==> src/ntpc_pkg.sv <==
`timescale 1ns / 1ps
`default_nettype none
// ----------------------------------------------------------------------------
// ntpc_pkg
// Shared types and constants for the NTP seconds to calendar converter.
// ----------------------------------------------------------------------------
package ntpc_pkg;

   typedef enum logic [1:0] {
      ST_OK           = 2'd0,
      ST_NOT_SERVER   = 2'd1,
      ST_BEFORE_EPOCH = 2'd2
   } status_type;

   typedef enum logic [0:0] {
      REG_ZONE_HOURS   = 1'b0,
      REG_ZONE_MINUTES = 1'b1
   } reg_index_type;

   localparam logic [2:0]  MODE_SERVER  = 3'd4;
   localparam logic [33:0] EPOCH_NTP    = 34'd3565987200;   // 1 Jan 2013, NTP seconds
   localparam logic [16:0] SECS_PER_DAY = 17'd86400;
   localparam logic [11:0] SECS_PER_HOUR = 12'd3600;
   localparam logic [5:0]  SECS_PER_MIN = 6'd60;
   localparam logic [10:0] BASE_YEAR    = 11'd2013;

   localparam logic [11:0] ZONE_HOUR_SECS = 12'd3600;
   localparam logic [5:0]  ZONE_MIN_SECS  = 6'd60;

   // reciprocals: day is floor (corrected afterwards), the others round up
   localparam logic [23:0] DAY_RECIP  = 24'd12725829;       // 2^33 / 675
   localparam logic [15:0] HOUR_RECIP = 16'd37283;          // 2^27 / 3600
   localparam logic [14:0] WEEK_RECIP = 15'd18725;          // 2^17 / 7
   localparam logic [12:0] MIN_RECIP  = 13'd4370;           // 2^18 / 60

   localparam int YEAR_COUNT = 24;                          // 2013 .. 2036

   localparam logic [8:0] MONTH_START [12] = '{
      9'd0, 9'd31, 9'd59, 9'd90, 9'd120, 9'd151,
      9'd181, 9'd212, 9'd243, 9'd273, 9'd304, 9'd334
   };

   // first day of year BASE_YEAR + idx, counted from 1 Jan 2013
   function automatic logic [13:0] year_start(input logic [4:0] idx);
      return 14'(14'(idx) * 14'd365 + 14'(idx >> 2));
   endfunction

endpackage
`default_nettype wire

==> src/ntpc_csr.sv <==
`timescale 1ns / 1ps
`default_nettype none
// ----------------------------------------------------------------------------
// ntpc_csr
// Time zone registers and the zone offset in seconds derived from them.
// ----------------------------------------------------------------------------
module ntpc_csr (
   input  logic        clock,
   input  logic        reset,
   input  logic        csr_valid,
   output logic        csr_ready,
   input  logic [0:0]  csr_index,
   input  logic [7:0]  csr_data,
   output logic [19:0] zone_offset
);
   import ntpc_pkg::*;

   logic [7:0] zone_hours_ff, zone_hours_in;
   logic [7:0] zone_minutes_ff, zone_minutes_in;

   assign csr_ready = 1'b1;

   always_comb begin
      zone_hours_in   = zone_hours_ff;
      zone_minutes_in = zone_minutes_ff;
      if (csr_valid) begin
         case (reg_index_type'(csr_index))
            REG_ZONE_HOURS:   zone_hours_in   = csr_data;
            REG_ZONE_MINUTES: zone_minutes_in = csr_data;
            default: ;
         endcase
      end
   end

   always_ff @(posedge clock) begin
      if (reset) begin
         zone_hours_ff   <= 8'd10;
         zone_minutes_ff <= 8'd0;
      end else begin
         zone_hours_ff   <= zone_hours_in;
         zone_minutes_ff <= zone_minutes_in;
      end
   end

   assign zone_offset = 20'(20'(zone_hours_ff) * 20'(ZONE_HOUR_SECS))
                      + 20'(20'(zone_minutes_ff) * 20'(ZONE_MIN_SECS));

endmodule
`default_nettype wire

==> src/ntp_seconds_to_calendar.sv <==
`timescale 1ns / 1ps
`default_nettype none
// ----------------------------------------------------------------------------
// ntp_seconds_to_calendar
// Converts NTP reply transmit seconds to local Gregorian date and time.
// ----------------------------------------------------------------------------
// Takes one reply word per cycle while not stalled and returns its result
// through an eight-stage register pipeline (offset add, day reciprocal
// multiply, remainder, correction, year and hour split, month and weekday,
// minute, second). Each stage holds its word while the next is full, so a
// stalled result side empties bubbles without losing anything. Time zone
// registers apply to words accepted on the cycle after the write.
module ntp_seconds_to_calendar (
   input  logic        clock,
   input  logic        reset,
   input  logic        req_tvalid,
   output logic        req_tready,
   input  logic [39:0] req_tdata,   // header_byte[7:0], transmit_seconds[39:8]
   output logic        rsp_tvalid,
   input  logic        rsp_tready,
   output logic [39:0] rsp_tdata,   // weekday[2:0], year[13:3], month[17:14],
                                    // day_of_month[22:18], hour[27:23],
                                    // minute[33:28], second[39:34]
   output logic [1:0]  rsp_tuser,   // status[1:0]
   input  logic        csr_valid,
   output logic        csr_ready,
   input  logic [0:0]  csr_index,
   input  logic [7:0]  csr_data
);
   import ntpc_pkg::*;

   logic [19:0] zone_offset;

   ntpc_csr u_csr (
      .clock       (clock),
      .reset       (reset),
      .csr_valid   (csr_valid),
      .csr_ready   (csr_ready),
      .csr_index   (csr_index),
      .csr_data    (csr_data),
      .zone_offset (zone_offset)
   );

   // ---------------- pipeline control ----------------
   logic [8:1] valid_ff, valid_in, adv;

   always_comb begin
      adv[8] = !valid_ff[8] || rsp_tready;
      for (int k = 7; k >= 1; k--) adv[k] = !valid_ff[k] || adv[k+1];
      valid_in[1] = adv[1] ? req_tvalid : valid_ff[1];
      for (int k = 2; k <= 8; k++) valid_in[k] = adv[k] ? valid_ff[k-1] : valid_ff[k];
   end

   always_ff @(posedge clock) begin
      if (reset) valid_ff <= '0;
      else       valid_ff <= valid_in;
   end

   assign req_tready = adv[1];

   // ---------------- stage 1: mode test, epoch and zone ----------------
   logic [33:0] local1;
   status_type  status1_ff, status1_in;
   logic [29:0] elapsed1_ff, elapsed1_in;

   always_comb begin
      local1 = 34'({2'b00, req_tdata[39:8]}) + 34'(zone_offset) - EPOCH_NTP;
      if (req_tdata[2:0] != MODE_SERVER) status1_in = ST_NOT_SERVER;
      else if (local1[33])               status1_in = ST_BEFORE_EPOCH;
      else                               status1_in = ST_OK;
      elapsed1_in = local1[29:0];
   end

   // ---------------- stage 2: day estimate ----------------
   logic [46:0] day_prod2;
   status_type  status2_ff;
   logic [29:0] elapsed2_ff;
   logic [13:0] quot2_ff, quot2_in;

   always_comb begin
      day_prod2 = 47'(elapsed1_ff[29:7]) * 47'(DAY_RECIP);
      quot2_in  = day_prod2[46:33];
   end

   // ---------------- stage 3: remainder of estimate ----------------
   logic [30:0] day_secs3;
   status_type  status3_ff;
   logic [13:0] quot3_ff;
   logic [17:0] rem3_ff, rem3_in;

   always_comb begin
      day_secs3 = 31'(quot2_ff) * 31'(SECS_PER_DAY);
      rem3_in   = 18'(31'(elapsed2_ff) - day_secs3);
   end

   // ---------------- stage 4: correction ----------------
   status_type  status4_ff;
   logic [13:0] days4_ff, days4_in;
   logic [16:0] rem4_ff, rem4_in;

   always_comb begin
      if (rem3_ff >= 18'(SECS_PER_DAY)) begin
         days4_in = quot3_ff + 14'd1;
         rem4_in  = 17'(rem3_ff - 18'(SECS_PER_DAY));
      end else begin
         days4_in = quot3_ff;
         rem4_in  = rem3_ff[16:0];
      end
   end

   // ---------------- stage 5: year, hour, week quotient ----------------
   logic [32:0] hour_prod5;
   logic [28:0] week_prod5;
   logic [13:0] ystart5;
   status_type  status5_ff;
   logic [4:0]  yidx5_ff, yidx5_in;
   logic [8:0]  doy5_ff, doy5_in;
   logic [4:0]  hour5_ff, hour5_in;
   logic [10:0] wkq5_ff, wkq5_in;
   logic [13:0] days5_ff;
   logic [16:0] rem5_ff;

   always_comb begin
      yidx5_in = '0;
      ystart5  = '0;
      for (int i = 1; i < YEAR_COUNT; i++) begin
         if (days4_ff >= year_start(5'(i))) begin
            yidx5_in = 5'(i);
            ystart5  = year_start(5'(i));
         end
      end
      doy5_in    = 9'(days4_ff - ystart5);
      hour_prod5 = 33'(rem4_ff) * 33'(HOUR_RECIP);
      hour5_in   = hour_prod5[31:27];
      week_prod5 = 29'(days4_ff) * 29'(WEEK_RECIP);
      wkq5_in    = week_prod5[27:17];
   end

   // ---------------- stage 6: month, weekday, seconds in hour ----------------
   logic        leap6;
   logic [8:0]  mstart6;
   logic [3:0]  midx6;
   logic [16:0] hour_secs6;
   logic [13:0] week_days6;
   status_type  status6_ff;
   logic [2:0]  weekday6_ff, weekday6_in;
   logic [10:0] year6_ff, year6_in;
   logic [3:0]  month6_ff, month6_in;
   logic [4:0]  mday6_ff, mday6_in;
   logic [4:0]  hour6_ff;
   logic [11:0] hrem6_ff, hrem6_in;

   always_comb begin
      leap6   = (yidx5_ff[1:0] == 2'b11);   // valid up to 2099
      midx6   = '0;
      mstart6 = '0;
      for (int m = 1; m < 12; m++) begin
         if (doy5_ff >= MONTH_START[m] + 9'((leap6 && m >= 2) ? 1 : 0)) begin
            midx6   = 4'(m);
            mstart6 = MONTH_START[m] + 9'((leap6 && m >= 2) ? 1 : 0);
         end
      end
      month6_in   = midx6 + 4'd1;
      mday6_in    = 5'(doy5_ff - mstart6 + 9'd1);
      year6_in    = BASE_YEAR + 11'(yidx5_ff);
      hour_secs6  = 17'(hour5_ff) * 17'(SECS_PER_HOUR);
      hrem6_in    = 12'(rem5_ff - hour_secs6);
      week_days6  = 14'(wkq5_ff) * 14'd7;
      weekday6_in = 3'(days5_ff - week_days6);
   end

   // ---------------- stage 7: minute ----------------
   logic [24:0] min_prod7;
   status_type  status7_ff;
   logic [2:0]  weekday7_ff;
   logic [10:0] year7_ff;
   logic [3:0]  month7_ff;
   logic [4:0]  mday7_ff;
   logic [4:0]  hour7_ff;
   logic [11:0] hrem7_ff;
   logic [5:0]  minute7_ff, minute7_in;

   always_comb begin
      min_prod7  = 25'(hrem6_ff) * 25'(MIN_RECIP);
      minute7_in = min_prod7[23:18];
   end

   // ---------------- stage 8: second and output word ----------------
   logic [11:0] min_secs8;
   logic [5:0]  second8;
   logic [39:0] rsp_tdata_ff, rsp_tdata_in;
   status_type  rsp_tuser_ff;

   always_comb begin
      min_secs8 = 12'(minute7_ff) * 12'(SECS_PER_MIN);
      second8   = 6'(hrem7_ff - min_secs8);
      if (status7_ff == ST_OK)
         rsp_tdata_in = {second8, minute7_ff, hour7_ff, mday7_ff, month7_ff,
                         year7_ff, weekday7_ff};
      else
         rsp_tdata_in = '0;
   end

   // ---------------- payload registers ----------------
   always_ff @(posedge clock) begin
      if (adv[1]) begin
         status1_ff  <= status1_in;
         elapsed1_ff <= elapsed1_in;
      end
      if (adv[2]) begin
         status2_ff  <= status1_ff;
         elapsed2_ff <= elapsed1_ff;
         quot2_ff    <= quot2_in;
      end
      if (adv[3]) begin
         status3_ff <= status2_ff;
         quot3_ff   <= quot2_ff;
         rem3_ff    <= rem3_in;
      end
      if (adv[4]) begin
         status4_ff <= status3_ff;
         days4_ff   <= days4_in;
         rem4_ff    <= rem4_in;
      end
      if (adv[5]) begin
         status5_ff <= status4_ff;
         yidx5_ff   <= yidx5_in;
         doy5_ff    <= doy5_in;
         hour5_ff   <= hour5_in;
         wkq5_ff    <= wkq5_in;
         days5_ff   <= days4_ff;
         rem5_ff    <= rem4_ff;
      end
      if (adv[6]) begin
         status6_ff  <= status5_ff;
         weekday6_ff <= weekday6_in;
         year6_ff    <= year6_in;
         month6_ff   <= month6_in;
         mday6_ff    <= mday6_in;
         hour6_ff    <= hour5_ff;
         hrem6_ff    <= hrem6_in;
      end
      if (adv[7]) begin
         status7_ff  <= status6_ff;
         weekday7_ff <= weekday6_ff;
         year7_ff    <= year6_ff;
         month7_ff   <= month6_ff;
         mday7_ff    <= mday6_ff;
         hour7_ff    <= hour6_ff;
         hrem7_ff    <= hrem6_ff;
         minute7_ff  <= minute7_in;
      end
      if (adv[8]) begin
         rsp_tdata_ff <= rsp_tdata_in;
         rsp_tuser_ff <= status7_ff;
      end
   end

   assign rsp_tvalid = valid_ff[8];
   assign rsp_tdata  = rsp_tdata_ff;
   assign rsp_tuser  = rsp_tuser_ff;

endmodule
`default_nettype wire

==> config.mk <==
export PLATFORM = sky130hd
export DESIGN_NAME = ntp_seconds_to_calendar
export DESIGN_NICKNAME = d
export VERILOG_FILES = /design/src/ntpc_pkg.sv /design/src/ntpc_csr.sv /design/src/ntp_seconds_to_calendar.sv
export SDC_FILE = /design/constraint.sdc
export NUM_CORES = 1
export LEC_CHECK = 0
export BUFFER_PORTS_ARGS = -buffer_cell sky130_fd_sc_hd__buf_2
export CORE_AREA = 2 2 270 272
export CTS_CLUSTER_DIAMETER = 50
export DETAILED_ROUTE_END_ITERATION = 12
export DIE_AREA = 0 0 272 274
export PLACE_DENSITY = 0.67
export SLEW_MARGIN = 20
export SYNTH_ARGS = -nofsm -noshare
export SYNTH_HDL_FRONTEND = slang
export SYNTH_HIERARCHICAL = 1
export SYNTH_SLANG_ARGS = --single-unit
==> constraint.sdc <==
create_clock -name clock -period 8.23 [get_ports clock]
set_input_delay 1.2345 -clock clock [delete_from_list [all_inputs] [get_ports clock]]
set_output_delay 1.2345 -clock clock [all_outputs]
set_load 0.05 [all_outputs]
-- Word level (Yosys, flattened, before mapping)
Index checks and enable logic that the tools add are counted.
- register bits after elaboration: 330
- input port bits: 54
- output and inout bits: 45
- word-level logic and storage cells: 213
- add/subtract/negate cells: 24
- multipliers: 10
- order comparisons: 35
- eq/ne operators: 2
- mux-type cells: 71
- bitwise logic cells: 1
- reductions and logical operators: 22
- operators by type and width (cell ; count):
    $mux W9 ; 23
    $ge A14 B13 Y1 const B ; 11
    $mux W5 ; 25
    $ge A9 B9 Y1 ; 10
    $ge A14 B12 Y1 const B ; 6
    $mul A23 B24 Y47 const B ; 1
    $ge A14 B11 Y1 const B ; 3
    $add A8 B1 Y9 const A ; 4
    $sub A33 B32 Y34 const B ; 1
    $add A32 B20 Y33 ; 1
    $mul A17 B16 Y32 const B ; 1
    $mul A14 B15 Y28 const B ; 1
    $add A9 B1 Y9 const A ; 3
    $mux W3 ; 8
    $mul A12 B12 Y23 const B ; 1
    $add A20 B14 Y20 ; 1
    $ge A18 B17 Y1 const B ; 1
    $sub A18 B18 Y18 ; 1
    $mux W17 ; 1
    $sub A17 B17 Y17 const B ; 1
    $add A7 B1 Y8 const A ; 2
    $mul A8 B8 Y16 const B ; 1
    $mux W4 ; 4
    $add A14 B1 Y14 const B ; 1
    other kinds (31) ; 53

-- Longest topological paths before layout
- depth after elaboration: 25
- depth in mapped cells: 31
- depth with buffers taken out: 31

-- Modules after synthesis
The synthesis kept the hierarchy.
- modules (own cells, without submodules) (module ; times used ; cells an instance ; area an instance (um^2)):
    ntp_seconds_to_calendar ; 1 ; 2596 ; 29281.8
    ntpc_csr ; 1 ; 309 ; 2751.4

-- Worst setup path before layout
Ideal clock, no wire load.
- kind: reg-to-reg
- from: register elapsed1_ff[24]
- to: register quot2_ff[5] (data pin)
- data arrival time: 6.054 ns
- data required time: 7.972 ns
- setup slack: 1.918 ns
- stages on the path, launching flop included: 22
- buffers on the path: 0
- clock period less this slack: 6.312 ns
- cells stage by stage: edfxtp_1 fa_1 ha_1 inv_1 fa_1 inv_1 fa_1 inv_1 fa_1 inv_1 fa_1 fa_1 ha_1 a21o_1 a21o_1 a221oi_1 inv_1 or3_1 a41o_1 a31o_2 a21oi_1 xnor2_1
- cells in the longest elaborated chain, start to end: 1
- ends and longest elaborated chain (element ; line ; RTL):
    start, declared ; ntp_seconds_to_calendar.sv:64 ; logic [29:0] elapsed1_ff, elapsed1_in;
    start signal, assigned ; ntp_seconds_to_calendar.sv:208 ; elapsed1_ff <= elapsed1_in;
    $mul A23 B24 Y47 ; ntp_seconds_to_calendar.sv:81 ; day_prod2 = 47'(elapsed1_ff[29:7]) * 47'(DAY_RECIP);
    via day_prod2[38] ; ntp_seconds_to_calendar.sv:75 ; logic [46:0] day_prod2;
    end signal, assigned ; ntp_seconds_to_calendar.sv:213 ; quot2_ff <= quot2_in;
    end, declared ; ntp_seconds_to_calendar.sv:78 ; logic [13:0] quot2_ff, quot2_in;
The timed path passes the listed nets, and every way through them passes these cells.
A chain may end at the register's enable or synchronous reset.

-- Worst setup path after layout
- from: register elapsed1_ff[24]
- to: register quot2_ff[10] (data pin)
Same word-level chain as after synthesis.

==> results.yml <==
outcome:
  run_status: "completed"
critical_path:
  cp.depth: 21
  cp_slowest_cell: "edfxtp_1"
  ff2ff_path_depth: 21
  endpoint_kind: "flop"
  critPathArrivalTime_ps: 7550
  crit_path_start_kind: "flop"
  r2r-end: "quot2_ff[10]"
  crit_family: "adder cells"
  critPathLaunch: "elapsed1_ff[24]"
  cp_max_fo: 7
  crit-reg2reg-launch: "elapsed1_ff[24]"
  critPathKind: "reg2reg"
  r2r_setup_slack_ps: 1060
  crit_path_frequent_cell: "fa_1"
  path_buf_inv: 5
  worstPathCellList: "fa_1 -> ha_1 -> inv_1 -> fa_1 -> inv_1 -> fa_1 -> inv_1 -> fa_1 -> inv_1 -> fa_1 -> fa_1 -> ha_1 -> a21o_1 -> a21o_1 -> a221oi_1 -> inv_1 -> nor4_1 -> a21o_1 -> a21oi_1 -> or4b_1 -> o311ai_1"
  slowest_delay_ps: 600
  cp.required_ps: 8610
  cp-endpoint: "quot2_ff[10]"
timing:
  timing_worst_slew_pin_value_ps: 928
  rsz0062_at_grt: "no"
  hold_viol: 0
  setup_viol: 0
  finalMaxSlewViolations: 0
  max_freq_ghz: 0.139
  fin_setup_tns_ps: 0
  post-route-period-util: 0.871
  slew_headroom: 0.381
  min_period_ps: 7170
  fin_worst_skew_ps: 27.8
logic_synthesis:
  synth_simple_gate_area_frac: 0.0657
  avgSynthCellArea_sq_um: 11.0
  synthFlopType: "edfxtp_1"
  synth_seq_cells: 308
  synth_async_sr_flop_share: 0
  ys_top_cells_by_area: "ha_1 28%, edfxtp_1 27%, fa_1 17%"
  synth-edff-count: 284
  synth_xor_area_frac: 0.0462
  yosys.area.top_type: "ha_1"
  synth_cell_types: 88
  synthAdderAreaFrac: 0.443
  yosysTopAreaCellShare: 0.276
  synth_compound_area_frac: 0.0952
  seq_area_frac_synth: 0.281
  synthMuxAreaShare: 0.00125
  syn_inst: 2905
  synth_area_sq_um: 32000
  yosys_warnings: 6
  synth_top_family_by_area: "adder cells"
cts:
  cts_tree: "done"
  cts_hold_buf: 0
  ctsResizeCount: 0
  clockBufferDepth: 3
  postCtsSetupRepairBufs: 0
  htreeDepth: 2
  clkSlewWorstSetupHoldPaths_ps: 60
  numCtsBuffers: 39
  clock-root-buffer: "clkbuf_16"
  clk_latency_ps: 570
  cts.sinks: 308
floorplanning:
  die_y_um: 274
  core_sq_um: 72000
  row_count: 99
  pin_count: 99
  die_x_um: 272
  start_util: 0.445
  die_area_sq_um: 74500
layout:
  antenna_cells: 0
  area_growth_pct: 8.84
  instances_no_fill: 3992
  postLayoutCoreUtil: 0.484
  nets: 4034
  final_area_sq_um: 34900
  drive_above_1_share: 0.0646
  n_fill_cell: 6538
drt:
  dr.first_iter.drc_count: 1019
  antenna_left: 0
  drt-vias-per-instance: 5.11
  post_drt_wl_per_cell_um: 15.4
  drtPass1Iterations: 5
  routed_wl_mm: 61.6
  vias: 20400
  drc: 0
flow_run:
  max_cap_violations: 0
place:
  place.gp.congestion: 0.909
  dp_hpwl_mm: 50.3
  placed_cell_area_sq_um: 33600
  io_buffers: 92
  place_inst: 3924
global_routing:
  overflow: 0
  grt_util_all_layers: 0.171
  grt_pass1_vias: 20600
  grt_max_degree: 39
  grt_pass1_wl_mm: 103
  antenna_found_initial: 1
min_path:
  whs_path_depth: 0
  min_path_type: "reg2reg"
## synth_stat cells, types with 5 or more instances
cell,number
clkbuf_1,33
o211ai_1,8
nand2b_1,20
or3_1,6
o21ai_1,10
edfxtp_1,284
nor2_1,81
nand3_1,34
o31ai_1,7
a31o_2,6
and2_1,41
o2111ai_1,5
nor4_1,10
o21ai_0,78
buf_4,8
and3_1,12
a21oi_1,152
xnor2_1,112
a31oi_1,16
nor2b_1,12
o21bai_1,15
inv_1,519
o21a_1,16
ha_1,706
a21boi_0,7
o41ai_1,8
dfxtp_1,24
nand3b_1,5
a211oi_1,10
fa_1,268
nor3_1,28
nand2_1,119
or2_2,12
xor2_1,55
a21o_1,67
nand4_1,17
a211o_1,10
## sequential cells by signal (all words and copies together) (netlist names), 8 cells and up
register and flops:
elapsed1_ff 30, rem3_ff 18, rem5_ff 12, doy5_ff 9
rsp_tdata 36, hrem6_ff 12, elapsed2_ff 18, rem4_ff 17
valid_ff 8, u_csr/zone_minutes_ff 8, quot2_ff 14, quot3_ff 14
u_csr/zone_hours_ff 8, days4_ff 14
## worst min path at each step
stage | startpoint | slack (ps) | endpoint
global route | hour6_ff[3] | 410 | hour7_ff[3]
global placement | hour6_ff[0] | 400 | hour7_ff[0]
finish | elapsed2_ff[3] | 410 | rem3_ff[3]
detailed placement | elapsed1_ff[2] | 400 | elapsed2_ff[2]
CTS | hour6_ff[3] | 410 | hour7_ff[3]
floorplan | elapsed1_ff[0] | 400 | elapsed2_ff[0]
## layer usage
layer | GRT usage | up-vias | routed length [um]
li1 | - | 10200 | -
met1 | 0.232 | 9764 | 28600
met2 | 0.288 | 348 | 29200
met3 | 0.0267 | 73 | 2520
met4 | 0.0409 | 2 | 1270
met5 | 0 | - | 16
## placed cells by master (no fill, tap or decap), drive strengths merged, types with 15 or more instances in the layout
cell type / netlist / layout
clkbuf: 33 / 45
nand2: 119 / 119
fa: 268 / 268
inv: 519 / 526
nand3: 35 / 35
nand4: 17 / 17
and2: 41 / 41
o21a: 16 / 16
a21o: 67 / 67
a31oi: 16 / 16
buf: 11 / 103
xnor2: 112 / 112
o21bai: 15 / 15
xor2: 56 / 56
nand2b: 20 / 20
ha: 706 / 706
o21ai: 89 / 89
a21oi: 154 / 154
edfxtp: 284 / 284
dfxtp: 24 / 24
nor3: 28 / 28
nor2: 83 / 83
## kinds of logic (layout without fill, tap and decap cells)
kind of cell             Yosys count  after routing
other                              2              3
XOR/XNOR                         168            168
AND/OR/NAND/NOR                  419            419
multiplexers                       4              4
AO/OA/AOI/OAI                    467            467
adder cells (fa/ha/maj)          974            974
buffers and inverters            563            690
flip-flops                       308            308
## per-stage QoR
step / hold WS (ps) / setup WS, ps
after floorplan: 400 / 1920
after global placement: 401 / 1060
after detailed placement: 405 / 998
after CTS: 413 / 969
after global routing: 412 / 790
final: 411 / 1060
## worst register-to-register path, delay by kind of cell (launching register included)
family                     cells  cell delay, ps
adders and majority gates      8            3800
AOI/OAI and AO/OA              6            1260
and+or+nand+nor                2             980
DFF                            1             600
buffers and inverters          5             340
## cell type report
class / instances / area [sq um] / area share
Clock inverter: 23 / 283 / 0.00811
Inverter: 519 / 1950 / 0.0559
Sequential cell: 308 / 9010 / 0.258
Multi-Input combinational cell: 2035 / 20900 / 0.599
Clock buffer: 45 / 998 / 0.0286
Tap cell: 959 / 1200 / 0.0344
Timing Repair Buffer: 103 / 543 / 0.0156
Power is not shown: default switching activity piles up to over one toggle a cycle in this logic, so the estimate is an artifact.
